**src/hw/rtl/sequential_sample_skip_assert.svh**
```systemverilog
// Assertion macros for the sample skip generator
`ifndef SEQUENTIAL_SAMPLE_SKIP_ASSERT_SVH
`define SEQUENTIAL_SAMPLE_SKIP_ASSERT_SVH
// Implication checked on every clock edge outside reset
`define SSS_ASSERT_IMP(lbl, ante, cons, msg) \
    lbl: assert property (@(posedge clk) disable iff (!rst_n) (ante) |-> (cons)) \
        else $error(msg);
// Next-cycle implication
`define SSS_ASSERT_NEXT(lbl, ante, cons, msg) \
    lbl: assert property (@(posedge clk) disable iff (!rst_n) (ante) |=> (cons)) \
        else $error(msg);
`endif

```
**src/hw/rtl/sss_pkg.sv**
```systemverilog
// Shared codes for the sample skip generator
`timescale 1ns / 1ps
package sss_pkg;
    localparam logic [1:0] STATUS_OK       = 2'd0;
    localparam logic [1:0] STATUS_EMPTY    = 2'd1;
    localparam logic [1:0] STATUS_BAD_SIZE = 2'd2;
    localparam logic       CMD_DRAW        = 1'b0;
    localparam logic       CMD_RESTART     = 1'b1;
    localparam logic [0:0] REG_POPULATION  = 1'd0;
    localparam logic [0:0] REG_SAMPLE      = 1'd1;
endpackage

```
**src/hw/rtl/sss_divider.sv**
```systemverilog
// Bit-serial restoring divider: quo = floor(num * 2^FRAC_BITS / den), num < den
`timescale 1ns / 1ps
module sss_divider #(
    parameter int COUNT_BITS = 32,
    parameter int FRAC_BITS  = 32
) (
    input  logic                  clk,
    input  logic                  rst_n,
    input  logic                  start,
    input  logic [COUNT_BITS-1:0] num,
    input  logic [COUNT_BITS-1:0] den,
    output logic                  done,
    output logic [FRAC_BITS:0]    quo
);
    localparam int CW = $clog2(FRAC_BITS + 1);

    logic [COUNT_BITS:0]   rem_reg;
    logic [COUNT_BITS-1:0] den_reg;
    logic [FRAC_BITS:0]    quo_reg;
    logic [CW-1:0]         cnt_reg;
    logic                  busy_reg;
    logic                  done_reg;
    logic [COUNT_BITS:0]   shifted;
    logic                  take;

    // One quotient bit per cycle
    assign shifted = {rem_reg[COUNT_BITS-1:0], 1'b0};
    assign take    = shifted >= {1'b0, den_reg};

    always_ff @(posedge clk or negedge rst_n) begin
        if (!rst_n)
        begin
            busy_reg <= 1'b0;
            done_reg <= 1'b0;
            cnt_reg  <= '0;
        end
        else
        begin
            done_reg <= 1'b0;
            if (start)
            begin
                busy_reg <= 1'b1;
                cnt_reg  <= CW'(FRAC_BITS);
            end
            else if (busy_reg)
            begin
                cnt_reg <= cnt_reg - 1'b1;
                if (cnt_reg == CW'(1))
                begin
                    busy_reg <= 1'b0;
                    done_reg <= 1'b1;
                end
            end
        end
    end

    always_ff @(posedge clk) begin
        if (start)
        begin
            rem_reg <= {1'b0, num};
            den_reg <= den;
            quo_reg <= '0;
        end
        else if (busy_reg)
        begin
            rem_reg <= take ? shifted - {1'b0, den_reg} : shifted;
            quo_reg <= {quo_reg[FRAC_BITS-1:0], take};
        end
    end

    // A zero record count gives a zero ratio
    assign done = done_reg;
    assign quo  = (den_reg == '0) ? '0 : quo_reg;
endmodule

```
**src/hw/rtl/sss_multiplier.sv**
```systemverilog
// Shift-add multiplier: prod = floor(a * b / 2^SHIFT), one bit of b per cycle
`timescale 1ns / 1ps
module sss_multiplier #(
    parameter int A_BITS = 33,
    parameter int B_BITS = 33,
    parameter int SHIFT  = 32
) (
    input  logic                     clk,
    input  logic                     rst_n,
    input  logic                     start,
    input  logic [A_BITS-1:0]        a,
    input  logic [B_BITS-1:0]        b,
    output logic                     done,
    output logic [A_BITS+B_BITS-1:0] prod
);
    localparam int PW = A_BITS + B_BITS;
    localparam int CW = $clog2(B_BITS + 1);

    logic [PW-1:0]     acc_reg;
    logic [A_BITS-1:0] a_reg;
    logic [B_BITS-1:0] b_reg;
    logic [CW-1:0]     cnt_reg;
    logic              busy_reg;
    logic              done_reg;
    logic [PW-1:0]     sum;

    // Add the multiplicand at the top, then shift the sum down a bit
    assign sum = acc_reg + (b_reg[0] ? {a_reg, {B_BITS{1'b0}}} : '0);

    always_ff @(posedge clk or negedge rst_n) begin
        if (!rst_n)
        begin
            busy_reg <= 1'b0;
            done_reg <= 1'b0;
            cnt_reg  <= '0;
        end
        else
        begin
            done_reg <= 1'b0;
            if (start)
            begin
                busy_reg <= 1'b1;
                cnt_reg  <= CW'(B_BITS);
            end
            else if (busy_reg)
            begin
                cnt_reg <= cnt_reg - 1'b1;
                if (cnt_reg == CW'(1))
                begin
                    busy_reg <= 1'b0;
                    done_reg <= 1'b1;
                end
            end
        end
    end

    always_ff @(posedge clk) begin
        if (start)
        begin
            acc_reg <= '0;
            a_reg   <= a;
            b_reg   <= b;
        end
        else if (busy_reg)
        begin
            // sum fits in PW bits while a is below 2^(A_BITS-1), since acc < a*2^B
            acc_reg <= {1'b0, sum[PW-1:1]};
            b_reg   <= {1'b0, b_reg[B_BITS-1:1]};
        end
    end

    assign done = done_reg;
    assign prod = acc_reg >> SHIFT;
endmodule

```
**src/hw/rtl/sequential_sample_skip.sv**
```systemverilog
// Top level of the sequential sampling skip generator
//
//  channel  | handshake           | payload
//  ---------+---------------------+---------------------------
//  in       | in_valid / in_stall | cmd, rand_fraction
//  out      | out_valid/ out_stall| skip, last_sample, status
//  config   | APB psel/penable    | population_size, sample_size
//
// One request at a time. Restart and error requests go straight to the output
// state; the last sample is scaled in the shift-add multiplier; other draws run
// the divider for the first ratio, then the divider and the multiplier for
// each skip counted.
// Reset clears the counts and loads both registers with 1.
// The result waits in the output register while out_stall is high.
`timescale 1ns / 1ps
module sequential_sample_skip #(
    parameter int COUNT_BITS = 32,
    parameter int FRAC_BITS  = 32
) (
    input  logic        clk,
    input  logic        rst_n,
    input  logic        in_valid,
    output logic        in_stall,
    input  logic        cmd,
    input  logic [31:0] rand_fraction,
    output logic        out_valid,
    input  logic        out_stall,
    output logic [31:0] skip,
    output logic        last_sample,
    output logic [1:0]  status,
    input  logic        psel,
    input  logic        penable,
    input  logic        pwrite,
    input  logic [2:0]  paddr,
    input  logic [31:0] pwdata,
    output logic [31:0] prdata,
    output logic        pready
);
    import sss_pkg::*;

    localparam int QW = FRAC_BITS + 1;
    localparam int MA = (QW > COUNT_BITS) ? QW : COUNT_BITS + 1;
    localparam int MB = (QW > 32) ? QW : 32;
    localparam int PW = MA + MB;

    typedef enum logic [2:0] {
        ST_IDLE, ST_LAST, ST_DIV, ST_MUL, ST_TEST, ST_OUT
    } state_t;

    state_t                state_reg;
    logic [31:0]           pop_reg, samp_reg;
    logic [COUNT_BITS-1:0] rec_reg, smp_reg, top_reg;
    logic [QW-1:0]         q_reg, vf_reg;
    logic [31:0]           skip_reg;
    logic                  last_reg, out_valid_reg;
    logic [1:0]            status_reg;
    logic                  first_reg;

    logic                  div_start, div_done, mul_start, mul_done;
    logic [QW-1:0]         div_quo;
    logic [MA-1:0]         mul_a;
    logic [MB-1:0]         mul_b;
    logic [PW-1:0]         mul_prod;
    logic                  wr_en, accept;
    logic [QW-1:0]         vf_conv;

    // Register port
    assign pready = 1'b1;
    assign wr_en  = psel && penable && pwrite;
    always_comb begin
        case (paddr[2])
            REG_POPULATION: prdata = pop_reg;
            REG_SAMPLE:     prdata = samp_reg;
            default:        prdata = '0;
        endcase
    end
    always_ff @(posedge clk or negedge rst_n) begin
        if (!rst_n)
        begin
            pop_reg  <= 32'd1;
            samp_reg <= 32'd1;
        end
        else if (wr_en && paddr[1:0] == 2'b00)
        begin
            if (paddr[2] == REG_POPULATION)
                pop_reg <= pwdata;
            else
                samp_reg <= pwdata;
        end
    end

    // V aligned to FRAC_BITS
    generate
        if (FRAC_BITS >= 32) begin : g_vwide
            assign vf_conv = QW'(rand_fraction) << (FRAC_BITS - 32);
        end else begin : g_vnarrow
            assign vf_conv = QW'(rand_fraction >> (32 - FRAC_BITS));
        end
    endgenerate

    assign in_stall = (state_reg != ST_IDLE) || out_valid_reg;
    assign accept   = in_valid && !in_stall;

    assign div_start = (state_reg == ST_IDLE && accept && cmd == CMD_DRAW
                        && smp_reg > COUNT_BITS'(1))
                    || (state_reg == ST_TEST && q_reg > vf_reg);
    assign mul_start = (state_reg == ST_IDLE && accept && cmd == CMD_DRAW
                        && smp_reg == COUNT_BITS'(1))
                    || (state_reg == ST_DIV && div_done && !first_reg);
    assign mul_a = (state_reg == ST_IDLE) ? MA'(rec_reg) : MA'(q_reg);
    assign mul_b = (state_reg == ST_IDLE) ? MB'(rand_fraction) : MB'(div_quo);

    sss_divider #(.COUNT_BITS(COUNT_BITS), .FRAC_BITS(FRAC_BITS)) u_div (
        .clk(clk), .rst_n(rst_n), .start(div_start),
        .num(state_reg == ST_IDLE
             ? ((rec_reg > smp_reg) ? rec_reg - smp_reg : '0)
             : top_reg - 1'b1),
        .den(state_reg == ST_IDLE ? rec_reg : rec_reg - 1'b1),
        .done(div_done), .quo(div_quo)
    );

    // Full product; each use takes its own scaling
    sss_multiplier #(.A_BITS(MA), .B_BITS(MB), .SHIFT(0)) u_mul (
        .clk(clk), .rst_n(rst_n), .start(mul_start),
        .a(mul_a), .b(mul_b), .done(mul_done), .prod(mul_prod)
    );

    // Sequencer
    always_ff @(posedge clk or negedge rst_n) begin
        if (!rst_n)
        begin
            state_reg     <= ST_IDLE;
            rec_reg       <= '0;
            smp_reg       <= '0;
            out_valid_reg <= 1'b0;
            first_reg     <= 1'b0;
            top_reg       <= '0;
            q_reg         <= '0;
            vf_reg        <= '0;
            skip_reg      <= '0;
            last_reg      <= 1'b0;
            status_reg    <= STATUS_OK;
        end
        else
        begin
            if (out_valid_reg && !out_stall)
                out_valid_reg <= 1'b0;
            case (state_reg)
                ST_IDLE:
                begin
                    if (accept)
                    begin
                        skip_reg   <= '0;
                        last_reg   <= 1'b0;
                        status_reg <= STATUS_OK;
                        if (cmd == CMD_RESTART)
                        begin
                            if (samp_reg > pop_reg)
                            begin
                                rec_reg    <= '0;
                                smp_reg    <= '0;
                                status_reg <= STATUS_BAD_SIZE;
                            end
                            else
                            begin
                                rec_reg <= COUNT_BITS'(pop_reg);
                                smp_reg <= COUNT_BITS'(samp_reg);
                            end
                            state_reg <= ST_OUT;
                        end
                        else if (smp_reg == '0)
                        begin
                            status_reg <= STATUS_EMPTY;
                            state_reg  <= ST_OUT;
                        end
                        else if (smp_reg == COUNT_BITS'(1))
                            state_reg <= ST_LAST;
                        else
                        begin
                            vf_reg    <= vf_conv;
                            top_reg   <= (rec_reg > smp_reg) ? rec_reg - smp_reg : '0;
                            first_reg <= 1'b1;
                            state_reg <= ST_DIV;
                        end
                    end
                end
                ST_LAST:
                begin
                    if (mul_done)
                    begin
                        skip_reg <= mul_prod[63:32];
                        last_reg <= 1'b1;
                        smp_reg  <= '0;
                        if (rec_reg != '0)
                            rec_reg <= rec_reg - 1'b1;
                        state_reg <= ST_OUT;
                    end
                end
                ST_DIV:
                begin
                    if (div_done)
                    begin
                        if (first_reg)
                        begin
                            q_reg     <= div_quo;
                            first_reg <= 1'b0;
                            state_reg <= ST_TEST;
                        end
                        else
                            state_reg <= ST_MUL;
                    end
                end
                ST_MUL:
                begin
                    if (mul_done)
                    begin
                        q_reg     <= mul_prod[FRAC_BITS +: QW];
                        state_reg <= ST_TEST;
                    end
                end
                ST_TEST:
                begin
                    if (q_reg > vf_reg)
                    begin
                        // count a skip; divider already started on the new ratio
                        skip_reg  <= skip_reg + 1'b1;
                        top_reg   <= top_reg - 1'b1;
                        rec_reg   <= rec_reg - 1'b1;
                        state_reg <= ST_DIV;
                    end
                    else
                    begin
                        rec_reg   <= rec_reg - 1'b1;
                        smp_reg   <= smp_reg - 1'b1;
                        state_reg <= ST_OUT;
                    end
                end
                ST_OUT:
                begin
                    out_valid_reg <= 1'b1;
                    state_reg     <= ST_IDLE;
                end
                default: state_reg <= ST_IDLE;
            endcase
        end
    end

    assign out_valid   = out_valid_reg;
    assign skip        = skip_reg;
    assign last_sample = last_reg;
    assign status      = status_reg;

`include "sequential_sample_skip_assert.svh"
    `SSS_ASSERT_IMP(a_one_request, out_valid_reg, state_reg == ST_IDLE, "busy with result held")
    `SSS_ASSERT_IMP(a_last_ok, out_valid && last_sample, status == STATUS_OK, "last with error")
    `SSS_ASSERT_IMP(a_err_noskip, out_valid && status != STATUS_OK, skip == '0, "skip on error")
    `SSS_ASSERT_NEXT(a_out_hold, out_valid && out_stall, out_valid && $stable(skip), "result lost")
endmodule
```
**config.mk**
```make
export PLATFORM = sky130hd
export DESIGN_NAME = sequential_sample_skip
export DESIGN_NICKNAME = d
export VERILOG_FILES = /design/src/hw/rtl/sss_pkg.sv /design/src/hw/rtl/sss_divider.sv /design/src/hw/rtl/sss_multiplier.sv /design/src/hw/rtl/sequential_sample_skip.sv
export VERILOG_INCLUDE_DIRS = /design/src /design/src/hw/rtl
export SDC_FILE = /design/constraint.sdc
export NUM_CORES = 1
export LEC_CHECK = 0
export BUFFER_PORTS_ARGS = -buffer_cell sky130_fd_sc_hd__buf_4
export CELL_PAD_IN_SITES_DETAIL_PLACEMENT = 1
export CELL_PAD_IN_SITES_GLOBAL_PLACEMENT = 1
export CORE_ASPECT_RATIO = 2
export CORE_UTILIZATION = 39
export DETAILED_ROUTE_END_ITERATION = 16
export HOLD_SLACK_MARGIN = 0.12
export PLACE_DENSITY = 0.8
export SLEW_MARGIN = 25
export SYNTH_ARGS = -nofsm -noshare
export SYNTH_HDL_FRONTEND = slang
export SYNTH_SLANG_ARGS = --single-unit
export TNS_END_PERCENT = 10
```
**constraint.sdc**
```tcl
create_clock -name clk -period 5.99 [get_ports clk]
set_clock_uncertainty 0.15 [all_clocks]
set_input_delay 0 -clock clk [delete_from_list [all_inputs] [get_ports clk]]
set_output_delay 0 -clock clk [all_outputs]
set_load 0.01 [all_outputs]
```
# [Yosys cells after proc, flatten, opt, wreduce, memory -nomap -nowiden]
# Cells that the tools add are included.
[totals] out_inout_bits=70 reg_bits=509 romBits=0 ram_bits=0 elab_cells=187 n_memories=0 latch_bits=0 input_bits=75
[op_classes] muxes=79 n_reduce_logical=44 n_addsub=9 shifts=0 magnitude_cmp=5 mul=0 bitwise=4 div=0 eq_ne=20
[op_table] cell="$mux 32" n=25
[op_table] cell="$pmux 32 s3" n=3
[op_table] cell="$mux 33" n=7
[op_table] cell="$pmux 32 s2" n=2
[op_table] cell="$sub 32x1->32 const B" n=3
[op_table] cell="$add 65x66->66" n=1
[op_table] cell="$mux 66" n=1
[op_table] cell="$pmux 33 s2" n=1
[op_table] cell="$gt 32x32->1" n=2
[op_table] cell="$logic_not 32->1" n=2
[op_table] cell="$sub 32x32->32" n=2
[op_table] cell="$ge 33x32->1" n=1
[op_table] cell="$gt 33x32->1" n=1
[op_table] cell="$add 32x1->32 const B" n=1
[op_table] cell="$eq 32x1->1 const B" n=1
[op_table] cell="$gt 32x1->1 const B" n=1
[op_table] cell="$reduce_bool 32->1" n=1
[op_table] cell="$mux 3" n=8
[op_table] cell="$mux 6" n=4
[op_table] cell="$mux 1" n=22
[op_table] cell="$ne 2x2->1 const B" n=8
[op_table] cell="$pmux 3 s5" n=1
[op_table] cell="$reduce_and 5->1" n=3
[op_table] cell="$reduce_bool 2->1" n=7
[op_table] cell="other kinds (19)" n=53

# [Longest topological paths before layout]
# Gate-level depths: netlist of run 1.
[logic_depth] word_depth=9 mapped_depth=15

# [Modules after synthesis]
# From an unflattened synthesis of run 1, not the netlist that was laid out.
[hier_totals] hier_cells=3741 area_unflattened_um2=32496.2
[by_module_without_submodules] module="sequential_sample_skip" area_each_um2=18810.5 n_inst=1 seq_area_each_um2=6633.9 cells_per_inst=2411
[by_module_without_submodules] module="sss_multiplier" area_each_um2=7058.0 n_inst=1 seq_area_each_um2=3483.3 cells_per_inst=648
[by_module_without_submodules] module="sss_divider" area_each_um2=6627.6 n_inst=1 seq_area_each_um2=2782.7 cells_per_inst=682

# [Worst setup path after synthesis of run 1]
# No wires, ideal clock.
[synth_timing] path_kind="register -> register" start="reg smp_reg[22]" end="reg u_mul.a_reg[0] (enable)" period_less_slack_ps=4156 n_path_buf=3 slack_ps=1834 setup_ps=410 t_arrival_ps=3595 path_stages_with_launch=10 cell_sequence="dfrtp_1 > or4_1 > or4_1 > nor4_1 > and3_1 > a31oi_1 > clkbuf_1 > inv_1 > clkbuf_1 > clkbuf_1"
[synth_between] elab_chain_cells=3
[synth_lines] item="from (decl)" line="sequential_sample_skip.sv:52" source="logic [COUNT_BITS-1:0] rec_reg, smp_reg, top_reg;"
[synth_lines] item="from (signal assigned)" line="sequential_sample_skip.sv:167" source="smp_reg <= COUNT_BITS'(samp_reg);"
[synth_lines] item="from (signal assigned)" line="sequential_sample_skip.sv:234" source="smp_reg <= smp_reg - 1'b1;"
[synth_lines] item="$eq 32x1->1" line="sequential_sample_skip.sv:108" source="&& smp_reg == COUNT_BITS'(1))"
[synth_lines] item="$logic_and 1x1->1" line="sequential_sample_skip.sv:108"
[synth_lines] item="$logic_or 1x1->1" line="sequential_sample_skip.sv:109" source="|| (state_reg == ST_DIV && div_done && !first_reg);"
[synth_lines] item="to (signal assigned)" line="sss_multiplier.sv:61" source="a_reg <= a;"
[synth_lines] item="to (decl)" line="sss_multiplier.sv:20" source="logic [A_BITS-1:0] a_reg;"
# Every way passes these cells.
# A chain may end at the register's enable or synchronous reset.

# [Final worst setup path of run 1]
[layout_timing] start="reg u_mul.b_reg[0]" end="reg u_mul.acc_reg[61] (netlist: u_mul.prod[61])"
[layout_between] elab_chain_cells=2
[layout_lines] item="from (decl)" line="sss_multiplier.sv:21" source="logic [B_BITS-1:0] b_reg;"
[layout_lines] item="from (signal assigned)" line="sss_multiplier.sv:68" source="b_reg <= {1'b0, b_reg[B_BITS-1:1]};"
[layout_lines] item="$mux 66" line="sss_multiplier.sv:28" source="assign sum = acc_reg + (b_reg[0] ? {a_reg, {B_BITS{1'b0}}} : '0);"
[layout_lines] item="$add 65x66->66" line="sss_multiplier.sv:28"
[layout_lines] item="to (signal assigned)" line="sss_multiplier.sv:67" source="acc_reg <= {1'b0, sum[PW-1:1]};"
[layout_lines] item="to (decl)" line="sss_multiplier.sv:19" source="logic [PW-1:0] acc_reg;"
# Every way passes these cells.

==> results of run 1 <==
[path summary, 6_finish.rpt]
path / start / end / slack [ns] / depth (start not counted)
min in group asynchronous: rst_n / pop_reg[0] / 0.43 / 3
min: paddr[2] / samp_reg[29] / 0.1 / 4
min reg2reg: vf_reg[25] / vf_reg[25] / 0.36 / 1
max reg2reg: u_mul.b_reg[0] / u_mul.prod[61] / 1.25 / 12
max: u_mul.b_reg[0] / u_mul.prod[61] / 1.25 / 12
max in group asynchronous: rst_n / q_reg[29] / 4.35 / 4
[worst max-delay path, delay by kind of cell (launching register included)]
family	cells	cell delay [ns]
AO/OA/AOI/OAI	8	2.77
flip-flops	1	0.87
adder cells (fa/ha/maj)	1	0.29
AND/OR/NAND/NOR	3	0.55
[per-layer routing]
layer	share of wire	vias up
li1	-	12700
met2	0.53	936
met4	0.12	6
met5	0.00039	-
met3	0.038	549
met1	0.31	14200
[synth_stat cells (65+ instances only)]
master,number,area (um2)
edfxtp_1,130,3900
mux2_2,65,732
a21oi_1,311,1560
nand2_1,378,1420
o21ai_0,323,1620
ha_1,169,2110
nor2_1,421,1580
xnor2_1,84,736
dfxtp_1,66,1320
dfrtp_1,279,6980
mux2i_1,73,731
nor3_1,91,455
inv_1,190,713
clkbuf_1,151,567
[where the power goes]
group,internal (uW),leakage [uW],switching (uW),total (uW)
Clock,2020,0.000862,1470,3490
Sequential,4860,0.00528,1700,6560
Combinational,4260,0.00947,7320,11600
Total,11100,0.0156,10500,21600
[logic make-up (layout without fill, tap and decap cells)]
kind of cell             count (synthesis)  count (layout)  share of synthesized area
buffers and inverters                  366             640                     0.0473
flip-flops                             477             477                      0.412
multiplexers                           138             138                     0.0492
AO/OA/AOI/OAI                          965             965                      0.195
other                                    1               1                   0.000126
AND/OR/NAND/NOR                       1200            1200                      0.182
XOR/XNOR                               137             137                     0.0404
adder cells (fa/ha/maj)                172             172                     0.0732
[through the flow]
stage | hold slack (ns) | util
finish | 0.0952 | 0.471
global route | 0.161 | 0.471
CTS | 0.125 | 0.470
detailed placement | -0.0654 | 0.423
global placement | -0.0805 | 0.423
floorplan | -0.446 | -
[area by class of cell]
cell class                 instances  area [um2]
clock buffer                      65        1350
clock inverter                    25         420
fill                            8727       39800
inverter                         192         722
multi-input combinational       2613       16200
sequential                       477       12300
tap                             1008        1260
timing repair buffer             358        3190
==> reports/results.ini, run 1 <==
[run_status]
status = complete, no violations

[route]
antenna_left = 0
drtIter0Drc = 1620
firstDrtPassIters = 5
vias = 28500
vias_per_cell = 6.01
drt_wl_total_mm = 120
drc = 0
wl_per_cell_um = 25.4

[cells_and_area]
finalNonFillerCells = 4738
layout_common_cells = 416 x nor2_1, 378 x nand2_1, 323 x o21ai_0
mostFrequentLayoutCell = nor2_1
final_area_mm2 = 0.0354
area_growth_pct = 19.0
diodes = 0
layout-drive-gt1-share = 0.0976
final_nets = 3937

[die]
io_pins = 145
die_area_mm2 = 0.0774
die_x_um = 197
start_util = 0.396
die_h_um = 392
row_count = 142
design.core.area_mm2 = 0.0752

[clocking]
hold_buffers = 178
htree_levels = 2
cts.repair.resized = 0
cts_buffers = 48
clock-root-buffer = clkbuf_16
cts_tree = done
cts_sinks = 477
insertion_delay_ns = 0.65
post-cts-setup-buffer-count = 0
path_clk_slew_ns = 0.07
cts_buffer_depth = 3

[critical_path]
crit_arrival_ns = 5.12
cp-start-kind = register
crit_slowest_cell = edfxtp_1
crit_path_end_kind = register
crit_fanout = 33
cpMostUsedCell = o21ai_0
critPathKind = reg2reg
crit_chain = and2_1 -> ha_1 -> o21ai_0 -> nor2_1 -> o31a_1 -> a31o_2 -> a2111oi_0 -> o21ai_0 -> a211oi_1 -> o31ai_1 -> nor4b_1 -> a311o_1
slowest_delay_ns = 0.87
critPathRequiredTime_ns = 6.37

[sta]
timing.fmax_mhz = 211
tightest_slew_ns = 1.06
finalSetupTns_ns = 0
finalCriticalPeriod_ns = 4.74
hold_viol = 0
maxSlewViolCount = 0
finalSetupViolCount = 0
relSlewSlack = 0.292
grt_setup_unrepaired = no
fin_crit_sh = 0.792
worst_slack_ns = 1.25

[placed_design]
dp_cells = 4469
port_buffers = 143
dp_hpwl_mm = 86.1
dpl_worst_slack_ns = 1.37
place_congestion = 0.952
placed_area_mm2 = 0.0318

[yosys]
synthArstFlopShare = 0.589
synthCells = 3456
synthFlopType = dfrtp_1
synth_edf_count = 130
ys_seq_area_frac = 0.412
synth_area_mm2 = 0.0297
syn_nets = 3703
ys_types = 81
syn_area_per_cell_um2 = 8.60
synth_seq_cells = 477
yosysWarnings = 0

[grt]
grt_overflow = 0
met1_usage = 0.274
grt_max_degree = 122
antenna_found_initial = 3
grt-busiest-layer = met2
globalRouteMet2Util = 0.584
grt_pass1_vias = 30900
grtUsageTotal = 0.311
gr-usage-met3 = 0.0433
grt_pass1_wl_mm = 181

[power_and_ir_drop]
power_density_mw_per_mm2 = 612
fin_total_pwr_uw = 21600
peakVddDrop_uv = 293
p_leak_uw = 0.0156

[run]
maxCapViolCount = 0

[hold_path]
worstHoldPathType = in2reg

No activity file was read; power rests on OpenSTA's default activity.
==> run 2, diff against run 1 <==
Settings changed: ABC_AREA set to 1, PLACE_DENSITY 0.8 to 0.86.
Clock period 5.99 ns to 4 ns, I/O delays scaled along.
==> reports/results.ini, run 2 <==
[power_and_ir_drop]
power_density_mw_per_mm2 = 937  ; +53%
p_leak_uw = 0.0199  ; +27%
peakVddDrop_uv = 485  ; +65%

[sta]
finalSetupViolCount = 0  ; unchanged
maxSlewViolCount = 0  ; unchanged
hold_viol = 0  ; unchanged
relSlewSlack = 0.353  ; +0.0610
grt_setup_unrepaired = no
timing.fmax_mhz = 280  ; +33%
finalCriticalPeriod_ns = 3.57  ; -1.17 ns
fin_crit_sh = 0.893  ; +0.101
tightest_slew_ns = 0.970  ; -0.0881 ns
finalSetupTns_ns = 0  ; unchanged

[critical_path]
crit_buf_inv = 5  ; +5
crit_slowest_cell = o21ai_0
crit_arrival_ns = 3.94  ; -1.18 ns
crit_path_end_kind = register
path_delay_family = compound AO/OA/AOI/OAI gates
crit_chain = buf_4 -> nand2_1 -> inv_1 -> ha_1 -> inv_1 -> fa_1 -> inv_1 -> nand3_1 -> nand2_1 -> a21oi_1 -> o21ai_0 -> nand2_1 -> nand2_1 -> nor2_1 -> o21ai_0 -> inv_1
cp-start-kind = register
critPathRequiredTime_ns = 4.37  ; -2.00 ns
critPathKind = reg2reg
slowest_delay_ns = 0.61  ; -0.26 ns
crit_fanout = 33  ; unchanged

[clocking]
post-cts-setup-buffer-count = 0  ; unchanged
cts_buffer_depth = 3  ; unchanged
insertion_delay_ns = 0.64  ; about the same
clock-root-buffer = clkbuf_16
hold_buffers = 140  ; -21%
cts_tree = done
cts.repair.resized = 0  ; unchanged
path_clk_slew_ns = 0.07  ; about the same
htree_levels = 2  ; unchanged
cts_sinks = 477  ; unchanged
cts_buffers = 47  ; -2.1%

[yosys]
synth_edf_count = 130  ; unchanged
synthCells = 5077  ; +47%
yosysWarnings = 0  ; unchanged
synthFlopType = dfrtp_1
synthArstFlopShare = 0.589  ; unchanged
yosysMostFrequentCell = nand2_1
ys_types = 56  ; -31%
yosysTopAreaCellShare = 0.207  ; -0.0283
yosysTopAreaCell = dfrtp_1
ys_seq_area_frac = 0.363  ; -0.0497
synth_seq_cells = 477  ; unchanged
syn_area_per_cell_um2 = 6.66  ; -23%
yosys-top-cells-area = dfrtp_1 21%, nand2_1 18%, edfxtp_1 12%
synth_area_mm2 = 0.0338  ; +14%
syn_nets = 5324  ; +44%
ys_top_cells_by_count = 1604 x nand2_1, 738 x inv_1, 549 x nor2_1, 465 x o21ai_0, 279 x dfrtp_1

[route]
vias_per_cell = 5.61  ; -6.6%
firstDrtPassIters = 5  ; unchanged
vias = 36400  ; +28%
drc = 0  ; unchanged
drtIter0Drc = 2315  ; +43%
antenna_left = 0  ; unchanged
drt_wl_total_mm = 157  ; +31%
wl_per_cell_um = 24.2  ; -4.8%

[cells_and_area]
mostFrequentLayoutCell = nand2_1
final_nets = 5543  ; +41%
area_growth_pct = 15.7
layout_common_cells = 1603 x nand2_1, 738 x inv_1, 547 x nor2_1
layout-drive-gt1-share = 0.0660  ; -0.0316
multi_input_area_mm2 = 0.0180  ; +11%
num-fill-cells = 11200  ; +28%
finalNonFillerCells = 6494  ; +37%
seqCellArea_mm2 = 0.0123  ; unchanged

[run]
maxCapViolCount = 0  ; unchanged

[die]
start_util = 0.394  ; -0.00152
die_h_um = 418  ; +6.6%
io_pins = 145  ; unchanged
die_x_um = 210  ; +6.6%
row_count = 152  ; +7.0%
design.core.area_mm2 = 0.0858  ; +14%
die_area_mm2 = 0.0879  ; +14%

[grt]
antenna_found_initial = 5  ; +2
gr-usage-met3 = 0.0810  ; +0.0377
grt_pass1_wl_mm = 237  ; +30%
globalRouteMet2Util = 0.636  ; +0.0521
grtUsageTotal = 0.361  ; +0.0499
met1_usage = 0.313  ; +0.0384
grt_overflow = 0  ; unchanged
grt-busiest-layer = met2
grt_max_degree = 97  ; -20%
grt_pass1_vias = 39600  ; +28%

[placed_design]
dp_cells = 6262  ; +40%
dp_hpwl_mm = 116  ; +35%
place_congestion = 1.05  ; +9.9%
port_buffers = 143  ; unchanged

[hold_path]
worstHoldPathType = in2reg

[run_status]
status = complete, no violations

==> run 2: cell types whose count changed after synthesis, moves of 52 or more <==
cell      previous run  this run
nand3_1             53       253
xnor2_1             84        30
nand2_1            378      1604
mux2i_1             73         0
inv_1              190       738
o21ai_0            323       465
mux2_2              65         0
a21o_1              61         9
buf_2                3        55
a21oi_1            311       235
nor3_1              91        35
clkbuf_1           151        85
nor2_1             421       549
==> run 2: worst reg2reg max path: cells and delay by family (launching register included) <==
family | cells | cell delay [ns]
AO/OA/AOI/OAI | 3 | 0.94
flip-flops | 1 | 0.33
adder cells (fa/ha/maj) | 2 | 0.55
AND/OR/NAND/NOR | 6 | 0.79
buffers and inverters | 5 | 0.69
==> run 2: power breakdown <==
group	switching (uW)	leakage, uW	internal [uW]
Combinational	16000	0.0138	6630
Sequential	1950	0.00533	7210
Clock	2180	0.000797	2710
==> run 2: area by class of cell <==
cell class | instances | area share
flip-flops and latches | 477 | 0.314
well taps | 1155 | 0.0370
clock buffers | 65 | 0.0344
clock inverters | 23 | 0.00762
inverters | 750 | 0.0721
repair buffers | 333 | 0.0755
diodes | 4 | 0.000256
multi-input cells | 3687 | 0.460
==> run 2: path summary, 6_finish.rpt <==
path | from | end | slack (ns) | depth (start not counted)
min in group asynchronous | rst_n | pop_reg[0] | 0.37 | 3
worst min register to register | vf_reg[10] | vf_reg[10] | 0.35 | 2
worst max register to register | u_mul.b_reg[0] | u_mul.prod[62] | 0.43 | 16
worst min-delay path | rand_fraction[25] | vf_reg[25] | 0.17 | 4
max in group asynchronous | rst_n | smp_reg[27] | 2.74 | 4
worst max-delay path | u_mul.b_reg[0] | u_mul.prod[62] | 0.43 | 16
==> run 2: stage by stage <==
stage / power [uW] / setup WS (ns) / instance area, um2 / hold WS [ns] / utilization
after global placement: 29800 / 0.609 / 36000 / -0.0455 / 0.420
after CTS: 35800 / 0.453 / 39100 / 0.130 / 0.456
after detailed placement: 30600 / 0.499 / 36000 / -0.0400 / 0.420
after floorplan: 22500 / 0.968 / 33800 / -0.446 / -
final: 36600 / 0.429 / 39100 / 0.172 / 0.456
after global routing: 39000 / 0.243 / 39100 / 0.159 / 0.456
==> run 2: per-layer routing <==
metal / wire [um] / part of all wire
met4: 21800 / 0.14
met3: 9490 / 0.060
met2: 77700 / 0.50
met5: 15 / 0.000096
met1: 48000 / 0.31
==> run 2: cells by family after synthesis <==
group | Yosys count | synth area share
buffers and inverters | 913 | 0.106
other | 1 | 0.000111
AOI/OAI and AO/OA | 814 | 0.128
DFF | 477 | 0.363
and+or+nand+nor | 2616 | 0.317
adders and majority gates | 172 | 0.0643
xor gates and xnor gates | 84 | 0.0218
